[src/hw/rtl/cia_dsc_pkg.sv]
`timescale 1ns / 1ps
// Shared types, codes and the status word decoder of the CiA 402 drive state controller.
// No dependencies.

package cia_dsc_pkg;

	localparam int unsigned WordW  = 16;
	localparam int unsigned ModeW  = 8;
	localparam int unsigned VelW   = 32;
	localparam int unsigned StepW  = 24;
	localparam int unsigned CmdW   = 2;
	localparam int unsigned CtrlW  = 10;
	localparam int unsigned CfgIdxW = 1;

	localparam logic signed [ModeW-1:0] ModeCsv      = 8'sd9;
	localparam logic signed [ModeW-1:0] ModeResetVal = 8'sd8;

	// status word bits
	localparam int unsigned SwReady    = 0;
	localparam int unsigned SwSwOn     = 1;
	localparam int unsigned SwOpEn     = 2;
	localparam int unsigned SwFault    = 3;
	localparam int unsigned SwQsOff    = 5;
	localparam int unsigned SwOnDis    = 6;

	// control bit patterns (b0 switch on, b1 voltage, b2 quick stop off, b3 enable op)
	localparam logic [3:0] CtrlEnable  = 4'hF;
	localparam logic [3:0] CtrlDisable = 4'h6;
	localparam int unsigned CtrlQsBit  = 2;
	localparam int unsigned CwFaultRst = 7;

	typedef enum logic [2:0] {
		ST_NOT_READY      = 3'd0,
		ST_SWITCH_ON_DIS  = 3'd1,
		ST_READY          = 3'd2,
		ST_SWITCHED_ON    = 3'd3,
		ST_OP_ENABLED     = 3'd4,
		ST_QUICK_STOP     = 3'd5,
		ST_FAULT_REACTION = 3'd6,
		ST_FAULT          = 3'd7
	} drive_state_t;

	typedef enum logic [CmdW-1:0] {
		CMD_NONE    = 2'd0,
		CMD_ENABLE  = 2'd1,
		CMD_DISABLE = 2'd2,
		CMD_QSTOP   = 2'd3
	} cmd_t;

	typedef enum logic [CfgIdxW-1:0] {
		REG_REQUESTED_MODE = 1'd0,
		REG_VELOCITY_STEP  = 1'd1
	} cfg_reg_t;

	function automatic drive_state_t decode_state(input logic [WordW-1:0] sw);
		drive_state_t st;
		if (!sw[SwReady]) begin
			if (sw[SwOnDis])     st = ST_SWITCH_ON_DIS;
			else if (sw[SwFault]) st = ST_FAULT;
			else                  st = ST_NOT_READY;
		end else if (sw[SwFault]) begin
			st = ST_FAULT_REACTION;
		end else if (!sw[SwQsOff]) begin
			st = ST_QUICK_STOP;
		end else if (sw[SwOpEn]) begin
			st = ST_OP_ENABLED;
		end else if (sw[SwSwOn]) begin
			st = ST_SWITCHED_ON;
		end else begin
			st = ST_READY;
		end
		return st;
	endfunction

endpackage

[src/hw/rtl/cia_dsc_in_if.sv]
`timescale 1ns / 1ps
// Request channel of the drive state controller: one fieldbus cycle per request.
// Depends on cia_dsc_pkg.

interface cia_dsc_in_if;
	logic                                       valid;
	logic                                       ready;
	logic [cia_dsc_pkg::WordW-1:0]              status_word;
	logic [cia_dsc_pkg::WordW-1:0]              error_code;
	logic [cia_dsc_pkg::WordW-1:0]              sto_word;
	logic signed [cia_dsc_pkg::ModeW-1:0]       mode_actual;
	logic signed [cia_dsc_pkg::VelW-1:0]        velocity_command;
	logic [cia_dsc_pkg::CmdW-1:0]               command;

	modport source (output valid, status_word, error_code, sto_word, mode_actual,
		velocity_command, command, input ready);
	modport sink (input valid, status_word, error_code, sto_word, mode_actual,
		velocity_command, command, output ready);
endinterface

[src/hw/rtl/cia_dsc_out_if.sv]
`timescale 1ns / 1ps
// Result channel of the drive state controller.
// Depends on cia_dsc_pkg.

interface cia_dsc_out_if;
	logic                                  valid;
	logic                                  ready;
	logic [2:0]                            drive_state;
	logic [cia_dsc_pkg::CtrlW-1:0]         control_word;
	logic signed [cia_dsc_pkg::ModeW-1:0]  mode_request;
	logic signed [cia_dsc_pkg::VelW-1:0]   velocity_setpoint;
	logic                                  state_event;
	logic                                  error_event;
	logic                                  estop_active;
	logic                                  estop_event;
	logic                                  drive_ready;
	logic                                  drive_enabled;

	modport source (output valid, drive_state, control_word, mode_request, velocity_setpoint,
		state_event, error_event, estop_active, estop_event, drive_ready, drive_enabled,
		input ready);
	modport sink (input valid, drive_state, control_word, mode_request, velocity_setpoint,
		state_event, error_event, estop_active, estop_event, drive_ready, drive_enabled,
		output ready);
endinterface

[src/hw/rtl/cia_dsc_cfg_if.sv]
`timescale 1ns / 1ps
// Register write channel of the drive state controller.
// Depends on cia_dsc_pkg.

interface cia_dsc_cfg_if;
	logic                                valid;
	logic                                ready;
	logic [cia_dsc_pkg::CfgIdxW-1:0]     index;
	logic [cia_dsc_pkg::StepW-1:0]       data;

	modport source (output valid, index, data, input ready);
	modport sink (input valid, index, data, output ready);
endinterface

[src/hw/rtl/cia_dsc_ramp.sv]
`timescale 1ns / 1ps
// Velocity ramp: one step of the profile velocity toward the command, clamped at the command.
// Depends on cia_dsc_pkg.

module cia_dsc_ramp (
	input  logic signed [cia_dsc_pkg::VelW-1:0]  ramp,
	input  logic signed [cia_dsc_pkg::VelW-1:0]  target,
	input  logic [cia_dsc_pkg::StepW-1:0]        step,
	output logic signed [cia_dsc_pkg::VelW-1:0] ramp_next
);
	localparam int unsigned ExtW = cia_dsc_pkg::VelW + 2;

	logic signed [ExtW-1:0] p_ext;
	logic signed [ExtW-1:0] c_ext;
	logic signed [ExtW-1:0] s_ext;
	logic signed [ExtW-1:0] up;
	logic signed [ExtW-1:0] dn;

	assign p_ext = {{2{ramp[cia_dsc_pkg::VelW-1]}}, ramp};
	assign c_ext = {{2{target[cia_dsc_pkg::VelW-1]}}, target};
	assign s_ext = {{(ExtW - cia_dsc_pkg::StepW){1'b0}}, step};
	assign up    = p_ext + s_ext;
	assign dn    = p_ext - s_ext;

	always_comb begin
		if (target > ramp) begin
			ramp_next = (up > c_ext) ? target : up[cia_dsc_pkg::VelW-1:0];
		end else if (target < ramp) begin
			ramp_next = (dn < c_ext) ? target : dn[cia_dsc_pkg::VelW-1:0];
		end else begin
			ramp_next = ramp;
		end
	end
endmodule

[src/hw/rtl/cia402_drive_state_controller.sv]
`timescale 1ns / 1ps
// CiA 402 drive state controller. A request passes the input register, then the result
// register. Throughput: one request per cycle while the result side is not stalled;
// the decode and the single ramp add-and-clamp sit between the two registers.
// Reset (arst_n low, asynchronous) empties both stages, clears the drive state
// to not ready and all history, requested_mode to 8 and velocity_step to 0.
// Depends on cia_dsc_pkg, the channel interfaces and cia_dsc_ramp.

module cia402_drive_state_controller (
	input  logic          clk,
	input  logic          arst_n,
	cia_dsc_in_if.sink    item,
	cia_dsc_out_if.source result,
	cia_dsc_cfg_if.sink   cfg
);
	// configuration
	logic signed [cia_dsc_pkg::ModeW-1:0] mode_q;
	logic [cia_dsc_pkg::StepW-1:0]        step_q;

	// input stage
	logic                                  valid_s1;
	logic [cia_dsc_pkg::WordW-1:0]         status_s1;
	logic [cia_dsc_pkg::WordW-1:0]         error_s1;
	logic [cia_dsc_pkg::WordW-1:0]         sto_s1;
	logic signed [cia_dsc_pkg::ModeW-1:0]  mode_act_s1;
	logic signed [cia_dsc_pkg::VelW-1:0]   vcmd_s1;
	logic [cia_dsc_pkg::CmdW-1:0]          cmd_s1;

	// controller history
	cia_dsc_pkg::drive_state_t             state_q;
	logic [cia_dsc_pkg::WordW-1:0]         prev_error_q;
	logic                                  estop_q;
	logic                                  fault_rst_q;
	logic [3:0]                            ctrl_q;
	logic signed [cia_dsc_pkg::VelW-1:0]   ramp_q;

	// result register
	logic                                  out_valid_q;
	cia_dsc_pkg::drive_state_t             out_state_q;
	logic [cia_dsc_pkg::CtrlW-1:0]         out_cw_q;
	logic signed [cia_dsc_pkg::ModeW-1:0]  out_mode_q;
	logic signed [cia_dsc_pkg::VelW-1:0]   out_vel_q;
	logic                                  out_state_ev_q;
	logic                                  out_err_ev_q;
	logic                                  out_estop_q;
	logic                                  out_estop_ev_q;

	logic                                  advance;
	cia_dsc_pkg::drive_state_t             st_new;
	logic                                  state_ev;
	logic                                  err_ev;
	logic                                  estop_now;
	logic                                  estop_ev;
	logic                                  do_enable;
	logic                                  do_disable;
	logic                                  do_qstop;
	logic signed [cia_dsc_pkg::VelW-1:0]   ramp_step;
	logic signed [cia_dsc_pkg::VelW-1:0]   ramp_new;
	logic                                  fault_rst_new;
	logic [3:0]                            ctrl_new;
	logic [cia_dsc_pkg::CtrlW-1:0]         cw_new;

	assign advance    = valid_s1 && (!out_valid_q || result.ready);
	assign item.ready = !valid_s1 || advance;
	assign cfg.ready  = 1'b1;

	always_ff @(posedge clk or negedge arst_n) begin
		if (!arst_n) begin
			mode_q <= cia_dsc_pkg::ModeResetVal;
			step_q <= '0;
		end else if (cfg.valid) begin
			case (cfg.index)
				cia_dsc_pkg::REG_REQUESTED_MODE: mode_q <= cfg.data[cia_dsc_pkg::ModeW-1:0];
				cia_dsc_pkg::REG_VELOCITY_STEP:  step_q <= cfg.data;
				default: ;
			endcase
		end
	end

	always_ff @(posedge clk or negedge arst_n) begin
		if (!arst_n) begin
			valid_s1 <= 1'b0;
		end else if (item.ready) begin
			valid_s1 <= item.valid;
		end
	end

	always_ff @(posedge clk) begin
		if (item.valid && item.ready) begin
			status_s1   <= item.status_word;
			error_s1    <= item.error_code;
			sto_s1      <= item.sto_word;
			mode_act_s1 <= item.mode_actual;
			vcmd_s1     <= item.velocity_command;
			cmd_s1      <= item.command;
		end
	end

	cia_dsc_ramp u_ramp (
		.ramp      (ramp_q),
		.target    (vcmd_s1),
		.step      (step_q),
		.ramp_next (ramp_step)
	);

	always_comb begin
		st_new    = cia_dsc_pkg::decode_state(status_s1);
		state_ev  = (st_new != state_q) && (st_new != cia_dsc_pkg::ST_FAULT);
		err_ev    = (error_s1 != prev_error_q) && (error_s1 != '0);
		estop_now = (sto_s1 == '0);
		estop_ev  = estop_now != estop_q;

		do_enable  = cmd_s1 == cia_dsc_pkg::CMD_ENABLE;
		// a new error or a fresh emergency stop forces a disable
		do_disable = (cmd_s1 == cia_dsc_pkg::CMD_DISABLE) || err_ev || (estop_ev && estop_now);
		do_qstop   = cmd_s1 == cia_dsc_pkg::CMD_QSTOP;

		if (do_enable || do_disable) begin
			ramp_new = '0;
		end else if (mode_act_s1 == cia_dsc_pkg::ModeCsv) begin
			ramp_new = ramp_step;
		end else begin
			ramp_new = ramp_q;
		end

		// toggle fault reset while an error stays reported
		fault_rst_new = fault_rst_q ? 1'b0 : (error_s1 != '0);

		ctrl_new = ctrl_q;
		if (do_qstop)   ctrl_new[cia_dsc_pkg::CtrlQsBit] = 1'b0;
		if (do_enable)  ctrl_new = cia_dsc_pkg::CtrlEnable;
		if (do_disable) ctrl_new = cia_dsc_pkg::CtrlDisable;

		cw_new = {{(cia_dsc_pkg::CtrlW - 4){1'b0}}, ctrl_new};
		cw_new[cia_dsc_pkg::CwFaultRst] = fault_rst_new;
	end

	always_ff @(posedge clk or negedge arst_n) begin
		if (!arst_n) begin
			state_q      <= cia_dsc_pkg::ST_NOT_READY;
			prev_error_q <= '0;
			estop_q      <= 1'b0;
			fault_rst_q  <= 1'b0;
			ctrl_q       <= '0;
			ramp_q       <= '0;
			out_valid_q  <= 1'b0;
		end else begin
			if (advance) begin
				state_q      <= st_new;
				prev_error_q <= error_s1;
				estop_q      <= estop_now;
				fault_rst_q  <= fault_rst_new;
				ctrl_q       <= ctrl_new;
				ramp_q       <= ramp_new;
				out_valid_q  <= 1'b1;
			end else if (result.ready) begin
				out_valid_q  <= 1'b0;
			end
		end
	end

	always_ff @(posedge clk) begin
		if (advance) begin
			out_state_q    <= st_new;
			out_cw_q       <= cw_new;
			out_mode_q     <= mode_q;
			out_vel_q      <= ramp_new;
			out_state_ev_q <= state_ev;
			out_err_ev_q   <= err_ev;
			out_estop_q    <= estop_now;
			out_estop_ev_q <= estop_ev;
		end
	end

	assign result.valid             = out_valid_q;
	assign result.drive_state       = out_state_q;
	assign result.control_word      = out_cw_q;
	assign result.mode_request      = out_mode_q;
	assign result.velocity_setpoint = out_vel_q;
	assign result.state_event       = out_state_ev_q;
	assign result.error_event       = out_err_ev_q;
	assign result.estop_active      = out_estop_q;
	assign result.estop_event       = out_estop_ev_q;
	assign result.drive_ready       = (out_state_q == cia_dsc_pkg::ST_READY)
		|| (out_state_q == cia_dsc_pkg::ST_SWITCHED_ON)
		|| (out_state_q == cia_dsc_pkg::ST_OP_ENABLED);
	assign result.drive_enabled     = out_state_q == cia_dsc_pkg::ST_OP_ENABLED;
endmodule

[src/flat_wrapper.sv]
// flat-port wrapper written by rule: the top's interface ports become plain ports
module cia402_drive_state_controller_flat 
  (clk, arst_n, item_valid, item_status_word, item_error_code, item_sto_word, item_mode_actual, item_velocity_command, item_command, item_ready, result_valid, result_drive_state, result_control_word, result_mode_request, result_velocity_setpoint, result_state_event, result_error_event, result_estop_active, result_estop_event, result_drive_ready, result_drive_enabled, result_ready, cfg_valid, cfg_index, cfg_data, cfg_ready);
  cia_dsc_in_if item_i ();
  cia_dsc_out_if result_i ();
  cia_dsc_cfg_if cfg_i ();
  input  logic clk;
  input  logic arst_n;
  input wire logic [$bits(item_i.valid)-1:0] item_valid;
  input wire logic [$bits(item_i.status_word)-1:0] item_status_word;
  input wire logic [$bits(item_i.error_code)-1:0] item_error_code;
  input wire logic [$bits(item_i.sto_word)-1:0] item_sto_word;
  input wire logic [$bits(item_i.mode_actual)-1:0] item_mode_actual;
  input wire logic [$bits(item_i.velocity_command)-1:0] item_velocity_command;
  input wire logic [$bits(item_i.command)-1:0] item_command;
  output wire logic [$bits(item_i.ready)-1:0] item_ready;
  output wire logic [$bits(result_i.valid)-1:0] result_valid;
  output wire logic [$bits(result_i.drive_state)-1:0] result_drive_state;
  output wire logic [$bits(result_i.control_word)-1:0] result_control_word;
  output wire logic [$bits(result_i.mode_request)-1:0] result_mode_request;
  output wire logic [$bits(result_i.velocity_setpoint)-1:0] result_velocity_setpoint;
  output wire logic [$bits(result_i.state_event)-1:0] result_state_event;
  output wire logic [$bits(result_i.error_event)-1:0] result_error_event;
  output wire logic [$bits(result_i.estop_active)-1:0] result_estop_active;
  output wire logic [$bits(result_i.estop_event)-1:0] result_estop_event;
  output wire logic [$bits(result_i.drive_ready)-1:0] result_drive_ready;
  output wire logic [$bits(result_i.drive_enabled)-1:0] result_drive_enabled;
  input wire logic [$bits(result_i.ready)-1:0] result_ready;
  input wire logic [$bits(cfg_i.valid)-1:0] cfg_valid;
  input wire logic [$bits(cfg_i.index)-1:0] cfg_index;
  input wire logic [$bits(cfg_i.data)-1:0] cfg_data;
  output wire logic [$bits(cfg_i.ready)-1:0] cfg_ready;
  assign item_i.valid = item_valid;
  assign item_i.status_word = item_status_word;
  assign item_i.error_code = item_error_code;
  assign item_i.sto_word = item_sto_word;
  assign item_i.mode_actual = item_mode_actual;
  assign item_i.velocity_command = item_velocity_command;
  assign item_i.command = item_command;
  assign item_ready = item_i.ready;
  assign result_valid = result_i.valid;
  assign result_drive_state = result_i.drive_state;
  assign result_control_word = result_i.control_word;
  assign result_mode_request = result_i.mode_request;
  assign result_velocity_setpoint = result_i.velocity_setpoint;
  assign result_state_event = result_i.state_event;
  assign result_error_event = result_i.error_event;
  assign result_estop_active = result_i.estop_active;
  assign result_estop_event = result_i.estop_event;
  assign result_drive_ready = result_i.drive_ready;
  assign result_drive_enabled = result_i.drive_enabled;
  assign result_i.ready = result_ready;
  assign cfg_i.valid = cfg_valid;
  assign cfg_i.index = cfg_index;
  assign cfg_i.data = cfg_data;
  assign cfg_ready = cfg_i.ready;
  cia402_drive_state_controller u_core (.clk(clk), .arst_n(arst_n), .item(item_i), .result(result_i), .cfg(cfg_i));
endmodule
[config.mk]
export PLATFORM = sky130hd
export DESIGN_NAME = cia402_drive_state_controller_flat
export DESIGN_NICKNAME = d
export VERILOG_FILES = /design/src/hw/rtl/cia_dsc_pkg.sv /design/src/hw/rtl/cia_dsc_in_if.sv /design/src/hw/rtl/cia_dsc_out_if.sv /design/src/hw/rtl/cia_dsc_cfg_if.sv /design/src/hw/rtl/cia_dsc_ramp.sv /design/src/hw/rtl/cia402_drive_state_controller.sv /design/src/flat_wrapper.sv
export SDC_FILE = /design/constraint.sdc
export NUM_CORES = 1
export LEC_CHECK = 0
export BUFFER_PORTS_ARGS = -buffer_cell sky130_fd_sc_hd__clkbuf_2
export CAP_MARGIN = 10
export CORE_MARGIN = 2
export CORE_UTILIZATION = 45
export DETAILED_ROUTE_END_ITERATION = 16
export GPL_TIMING_DRIVEN = 1
export MAX_ROUTING_LAYER = met4
export SYNTH_ARGS = -nofsm -noshare
export SYNTH_HDL_FRONTEND = slang
export SYNTH_HIERARCHICAL = 1
export SYNTH_SLANG_ARGS = --single-unit
export TNS_END_PERCENT = 50
[constraint.sdc]
create_clock -name clk -period 6.1 [get_ports clk]
set_input_delay 0.305 -clock clk [delete_from_list [all_inputs] [get_ports clk]]
set_output_delay 0.305 -clock clk [all_outputs]
set_load 0.02 [all_outputs]
; ---- Word-level counts from Yosys, hierarchy flattened
; Cells that the tools add are included.
[word_totals]
regBits = 224
inputBits = 120
out_inout_bits = 62
[op_classes]
add_sub_neg = 2
n_lt_le_gt_ge = 4
eq_ne = 11
mux = 19
bitwise = 1
reduce_logical = 19
[ops]
columns = op, n
row1 = $mux W32, 6
row2 = $add A32 B25 Y33, 1
row3 = $gt A33 B32 Y1, 1
row4 = $lt A33 B32 Y1, 1
row5 = $sub A32 B25 Y33, 1
row6 = $gt A32 B32 Y1, 1
row7 = $lt A32 B32 Y1, 1
row8 = $mux W3, 6
row9 = $logic_not A16 Y1, 1
row10 = $ne A16 B16 Y1, 1
row11 = $reduce_bool A16 Y1, 1
row12 = $eq A8 B5 Y1 const B, 1
row13 = $mux W4, 2
row14 = $logic_or A1 B1 Y1, 7
row15 = $eq A3 B2 Y1 const B, 2
row16 = $logic_and A1 B1 Y1, 5
row17 = $mux W1, 5
row18 = $eq A2 B2 Y1 const B, 2
row19 = $reduce_and A2 Y1, 2
row20 = $eq A3 B3 Y1 const B, 1
row21 = $ne A3 B3 Y1, 1
row22 = $ne A3 B3 Y1 const B, 1
row23 = $eq A2 B1 Y1 const B, 1
row24 = $logic_not A1 Y1, 2
row25 = 3 further kinds, 3

; ---- Logic depth before layout (Yosys ltp)
[depth]
depth_word = 7
ltp_mapped = 27
depth_no_buf = 24

; ---- Modules after synthesis
; The synthesis kept the hierarchy.
[by_module_without_submodules]
columns = mod, n_inst, cells_each, area_each_um2, seq_area_each_um2
row1 = cia402_drive_state_controller, 1, 569, 8318.0, 6242.2
row2 = cia_dsc_ramp, 1, 994, 6790.3, 0.0

; ---- Worst setup path before layout
; OpenSTA, ideal clock, no wires.
[synth_path]
kind = reg2reg
start = register u_core/ramp_q[0] (netlist name)
end = register u_core.out_vel_q (netlist bit u_core/result.velocity_setpoint[29]) (data pin)
setup_time_ns = 0.270
arrival_time_ns = 4.928
setup_slack_ns = 0.902
path_stages_with_launch = 27
n_path_buf = 2
synth_period_minus_slack_ns = 5.198
cell_sequence = dfrtp_1 > inv_1 > ha_1 > inv_1 > fa_1 > a211oi_1 > o211ai_1 > a21boi_2 > nor3_1 > o31ai_2 > nand2_2 > nor2_1 > xnor2_1 > ha_1 > a21o_1 > a221o_1 > a21oi_1 > nor3b_1 > a211oi_1 > and2_1 > clkbuf_1 > or2_1 > clkbuf_1 > nor3_1 > or4b_1 > nand2_1 > a21oi_1
[synth_between]
elab_chain_cells = 7
elab_cells_between_ends = 12
classes_between = add/sub (2) / order compare (4) / mux (6)
[synth_lines]
columns = item, line
row1 = from (decl), cia402_drive_state_controller.sv:35  ; logic signed [cia_dsc_pkg::VelW-1:0] ramp_q;
row2 = from (signal assigned), cia402_drive_state_controller.sv:154  ; ramp_q <= ramp_new;
row3 = $sub A32 B25 Y33, cia_dsc_ramp.sv:23  ; assign dn = p_ext - s_ext;
row4 = $lt A33 B32 Y1, cia_dsc_ramp.sv:29  ; ramp_next = (dn < c_ext) ? target : dn[cia_dsc_pkg::VelW-1:0];
row5 = $mux W32, cia_dsc_ramp.sv:29
row6 = $mux W32, cia_dsc_ramp.sv:28  ; end else if (target < ramp) begin
row7 = $mux W32 (*), cia_dsc_ramp.sv:26  ; if (target > ramp) begin
row8 = net u_core.ramp_step (one bit), cia402_drive_state_controller.sv:57  ; logic signed [cia_dsc_pkg::VelW-1:0] ramp_step;
row9 = $mux W32 (*), cia402_drive_state_controller.sv:120  ; end else if (mode_act_s1 == cia_dsc_pkg::ModeCsv) begin
row10 = $mux W32 (*), cia402_drive_state_controller.sv:118  ; if (do_enable || do_disable) begin
row11 = net u_core.ramp_new (one bit), cia402_drive_state_controller.sv:58  ; logic signed [cia_dsc_pkg::VelW-1:0] ramp_new;
row12 = to (signal assigned), cia402_drive_state_controller.sv:167  ; out_vel_q <= ramp_new;
row13 = to (decl), cia402_drive_state_controller.sv:42  ; logic signed [cia_dsc_pkg::VelW-1:0] out_vel_q;
; The timed path passes the listed nets; every way through them passes the cells marked *.
; A chain may end at the register's enable or synchronous reset.

; ---- Final worst setup path
[layout_path]
start = register u_core/step_q[1] (netlist name)
end = register u_core.out_vel_q (netlist bit u_core/result.velocity_setpoint[31]) (data pin)
[layout_between]
elab_chain_cells = 7
elab_cells_between_ends = 10
classes_between = add/sub (2) / order compare (2) / mux (6)
[layout_lines]
columns = item, line
row1 = from (decl), cia402_drive_state_controller.sv:18  ; logic [cia_dsc_pkg::StepW-1:0] step_q;
row2 = from (signal assigned), cia402_drive_state_controller.sv:74  ; cia_dsc_pkg::REG_VELOCITY_STEP: step_q <= cfg.data;
row3 = $sub A32 B25 Y33, cia_dsc_ramp.sv:23
row4 = $lt A33 B32 Y1, cia_dsc_ramp.sv:29
row5 = $mux W32, cia_dsc_ramp.sv:29
row6 = $mux W32, cia_dsc_ramp.sv:28
row7 = $mux W32 (*), cia_dsc_ramp.sv:26
row8 = net u_core.ramp_step (one bit), cia402_drive_state_controller.sv:57
row9 = $mux W32 (*), cia402_drive_state_controller.sv:120
row10 = $mux W32 (*), cia402_drive_state_controller.sv:118
row11 = net u_core.ramp_new (one bit), cia402_drive_state_controller.sv:58
; Marks and branches as above.

==> run metrics <==
slowest cell delay on critical path 600 ps; Yosys Warn Count 6; Synth-to-Final Area Change 22.89%; Clk Latency, worst-skew pair 560 ps; Max Cap Viol 0; GRT Total Usage 26.36%; Synth area leader edfxtp_1; number of detailed-route iterations in the first pass 5; NetSw 1.286 mW; Avg WL per Cell 19.24 um; largest fanout on the critical path 8; vias per cell 5.519; total CTS buffers 25; first-pass GRT wire length 71.14 mm; crit-path leading delay family compound AO/OA/AOI/OAI gates; CTS sink count 223; Mapped Cells 1563; Clock Tree Buf Depth 3; Post-synth top cells nand2_1 (200), ha_1 (146), edfxtp_1 (132); status complete, no violations; clock skew 24.16 ps; post-synthesis cell type count 94; CP max-delay cell a31oi_1; Detailed Place HPWL 31.93 mm; Clk pwr share 33.6%; PortBufs 165; RSZ-0062 raised after global routing no; share of post-route cells with drive strength above 1 18.66%; crit path capture type flop; critical-path cell list inv_1, ha_1, nor2b_1, o2111ai_1, a21oi_2, o2111ai_1, nand4_1, a31oi_1, nand2_1, xnor2_1, ha_1, and3_1, a221o_1, a21oi_1, nor3b_1, a211oi_2, and2_4, buf_4, mux2_2, mux2_2, nand2_1, a21oi_1; largest net degree at the start of global routing 81; Fmax 172.0 MHz; Finish-stage setup viols 0; Worst VDD drop 0.2350 mV; ys async rst share 40.81%; post-route setup slack 285.6 ps; Post-Place Setup Slack 174.0 ps; final period utilization 95.32%; CTS tree built; Critical Path Start Type flop; Syn Area/Cell 9.666 um2; initial antenna violation count 2; Yosys reg bits 223; Row Count 67; Int Pwr 2.953 mW; worst relative slew slack 21.56%; CTS Root Cell clkbuf_16; Initial Utilization 45.40%; H-tree lvl count 1; Post-synth EDFFs 132; # DRC 0; final hold violation count 0; WP buf/inv 2; Reg clk slew, reported paths 60 ps; Sw Share 30.33%; PwrDens 228.3 nW/um2; I/O pin cnt 182; leakage 7.927 nW; grt ovf 0; WL final 44.64 mm; Chip Height 187.2 um; initial DRC count 908; GP Congestion 0.9147; Crit Path Category reg -> reg; worst hold path type in -> reg; Most used DFF post-synth edfxtp_1; # nets final 2119; Gate power share 23.6%; sequential area share after synthesis 41.32%; vias post-DR 12804; vias in the first global route 13065; Max Slew Vio Count 0; Worst EP arrival 6090 ps; Post-DRT Antenna Nets 0; Core ar. 33280 um2; Slew @ Worst Pin 1172 ps; Final min period 5814 ps; cell with the most instances after synthesis nand2_1; die width 187.2 um; setup TNS 0 ps; top cells by area, synth edfxtp_1 (26%), dfrtp_1 (15%), ha_1 (12%); Power Total 4.239 mW; DIE AREA 35060 um2; Netlist Area Pre-Place 15110 um2; Flop pwr share 42.8%; Synth top area share 26.24%; Required @ worst endpoint 6370 ps
final cells by class:
class	count	area, um2
clock inverters	16	120.1
fillers	3008	14710
inverters	127	478.0
repair buffers	334	2380
clock buffers	30	644.4
well taps	448	560.5
flip-flops and latches	223	6242
multi-input cells	1140	8137
diodes	2	5.005
placed cells by master (no fill, tap or decap), drive strengths merged, types with 8 or more instances in the layout:
| master | instances |
|---|---|
| a211oi | 32 |
| a21o | 17 |
| a21oi | 129 |
| a22o | 35 |
| a31oi | 16 |
| and3 | 8 |
| buf | 67 |
| clkbuf | 194 |
| clkinv | 13 |
| dfrtp | 90 |
| dlygate4sd3 | 103 |
| edfxtp | 132 |
| ha | 146 |
| inv | 126 |
| mux2 | 34 |
| mux2i | 20 |
| nand2 | 201 |
| nand2b | 9 |
| nand3 | 10 |
| nand4 | 29 |
| nor2 | 85 |
| nor2b | 17 |
| nor3 | 28 |
| nor4 | 22 |
| o211ai | 16 |
| o21ai | 62 |
| o21bai | 13 |
| o31ai | 8 |
| or2 | 12 |
| xnor2 | 66 |
| xor2 | 11 |
registers in the layout (all words and copies together) (netlist names), 16 cells and up:
name / cells
u_core/sto_s1: 16
u_core/vcmd_s1: 32
u_core/ramp_q: 32
u_core/step_q: 24
u_core/error_s1: 16
u_core/result.velocity_setpoint: 32
u_core/prev_error_q: 16
cells by family after synthesis:
kind of cell	after synthesis	share of synthesized area (%)
compound gates	402	18.03
other cells	2	0.04971
xor+xnor	77	4.513
flops	223	41.32
buf+inv	204	5.673
simple gates	453	14.20
fa+ha+maj	148	12.36
mux	54	3.859
routing by layer:
layer,share of wire [%],routed length (um),track usage [%]
met1,44,19530,33.24
met2,47,21180,43.67
met3,5.6,2490,3.865
met4,3.2,1438,8.669
met5,0,0,-
through the flow:
step | utilization [%] | instances | instance area (um2) | hold slack [ps]
after floorplan | - | 1567 | 15120 | 9.409
after global placement | 50.16 | 2168 | 16690 | 337.9
after detailed placement | 50.16 | 2168 | 16690 | 340.3
after CTS | 55.55 | 2317 | 18490 | 4.001
after global routing | 55.79 | 2320 | 18570 | 9.690
final | 55.79 | 2320 | 18570 | 21.26
worst paths after layout:
kind | startpoint | to | slack [ps] | cells past startpoint
worst min-delay path | cfg_data[5] | u_core/step_q[5]$_DFFE_PN0P_ | 20 | 2
min in group asynchronous | arst_n | u_core/ramp_q[14]$_DFFE_PN0P_ | 280 | 2
worst max-delay path | u_core/step_q[1]$_DFFE_PN0P_ | u_core/result.velocity_setpoint[31]$_DFFE_PP_ | 290 | 22
max in group asynchronous | arst_n | u_core/prev_error_q[8]$_DFFE_PN0P_ | 4630 | 3
worst min register to register | u_core/mode_q[6]$_DFFE_PN0P_ | u_core/result.mode_request[6]$_DFFE_PP_ | 450 | 0
worst max register to register | u_core/step_q[1]$_DFFE_PN0P_ | u_core/result.velocity_setpoint[31]$_DFFE_PP_ | 290 | 22
timing repair:
action | in CTS | in global routing
hold buffers | 103 | 0
endpoints found under the hold margin | 144 | 0
setup endpoints to repair | 0 | 38
setup buffers | 0 | 1
resized for setup | 0 | 15
power by group through the flow:
stage	Clock [mW]	Combinational (mW)	Sequential [mW]
after CTS	1.46	0.985	1.82
final	1.42	0.999	1.82
after detailed placement	0	0.929	1.84
after floorplan	0	0.609	1.85
after global routing	1.52	1.11	1.83
after global placement	0	0.916	1.84
No activity file was read; power rests on OpenSTA's default activity.
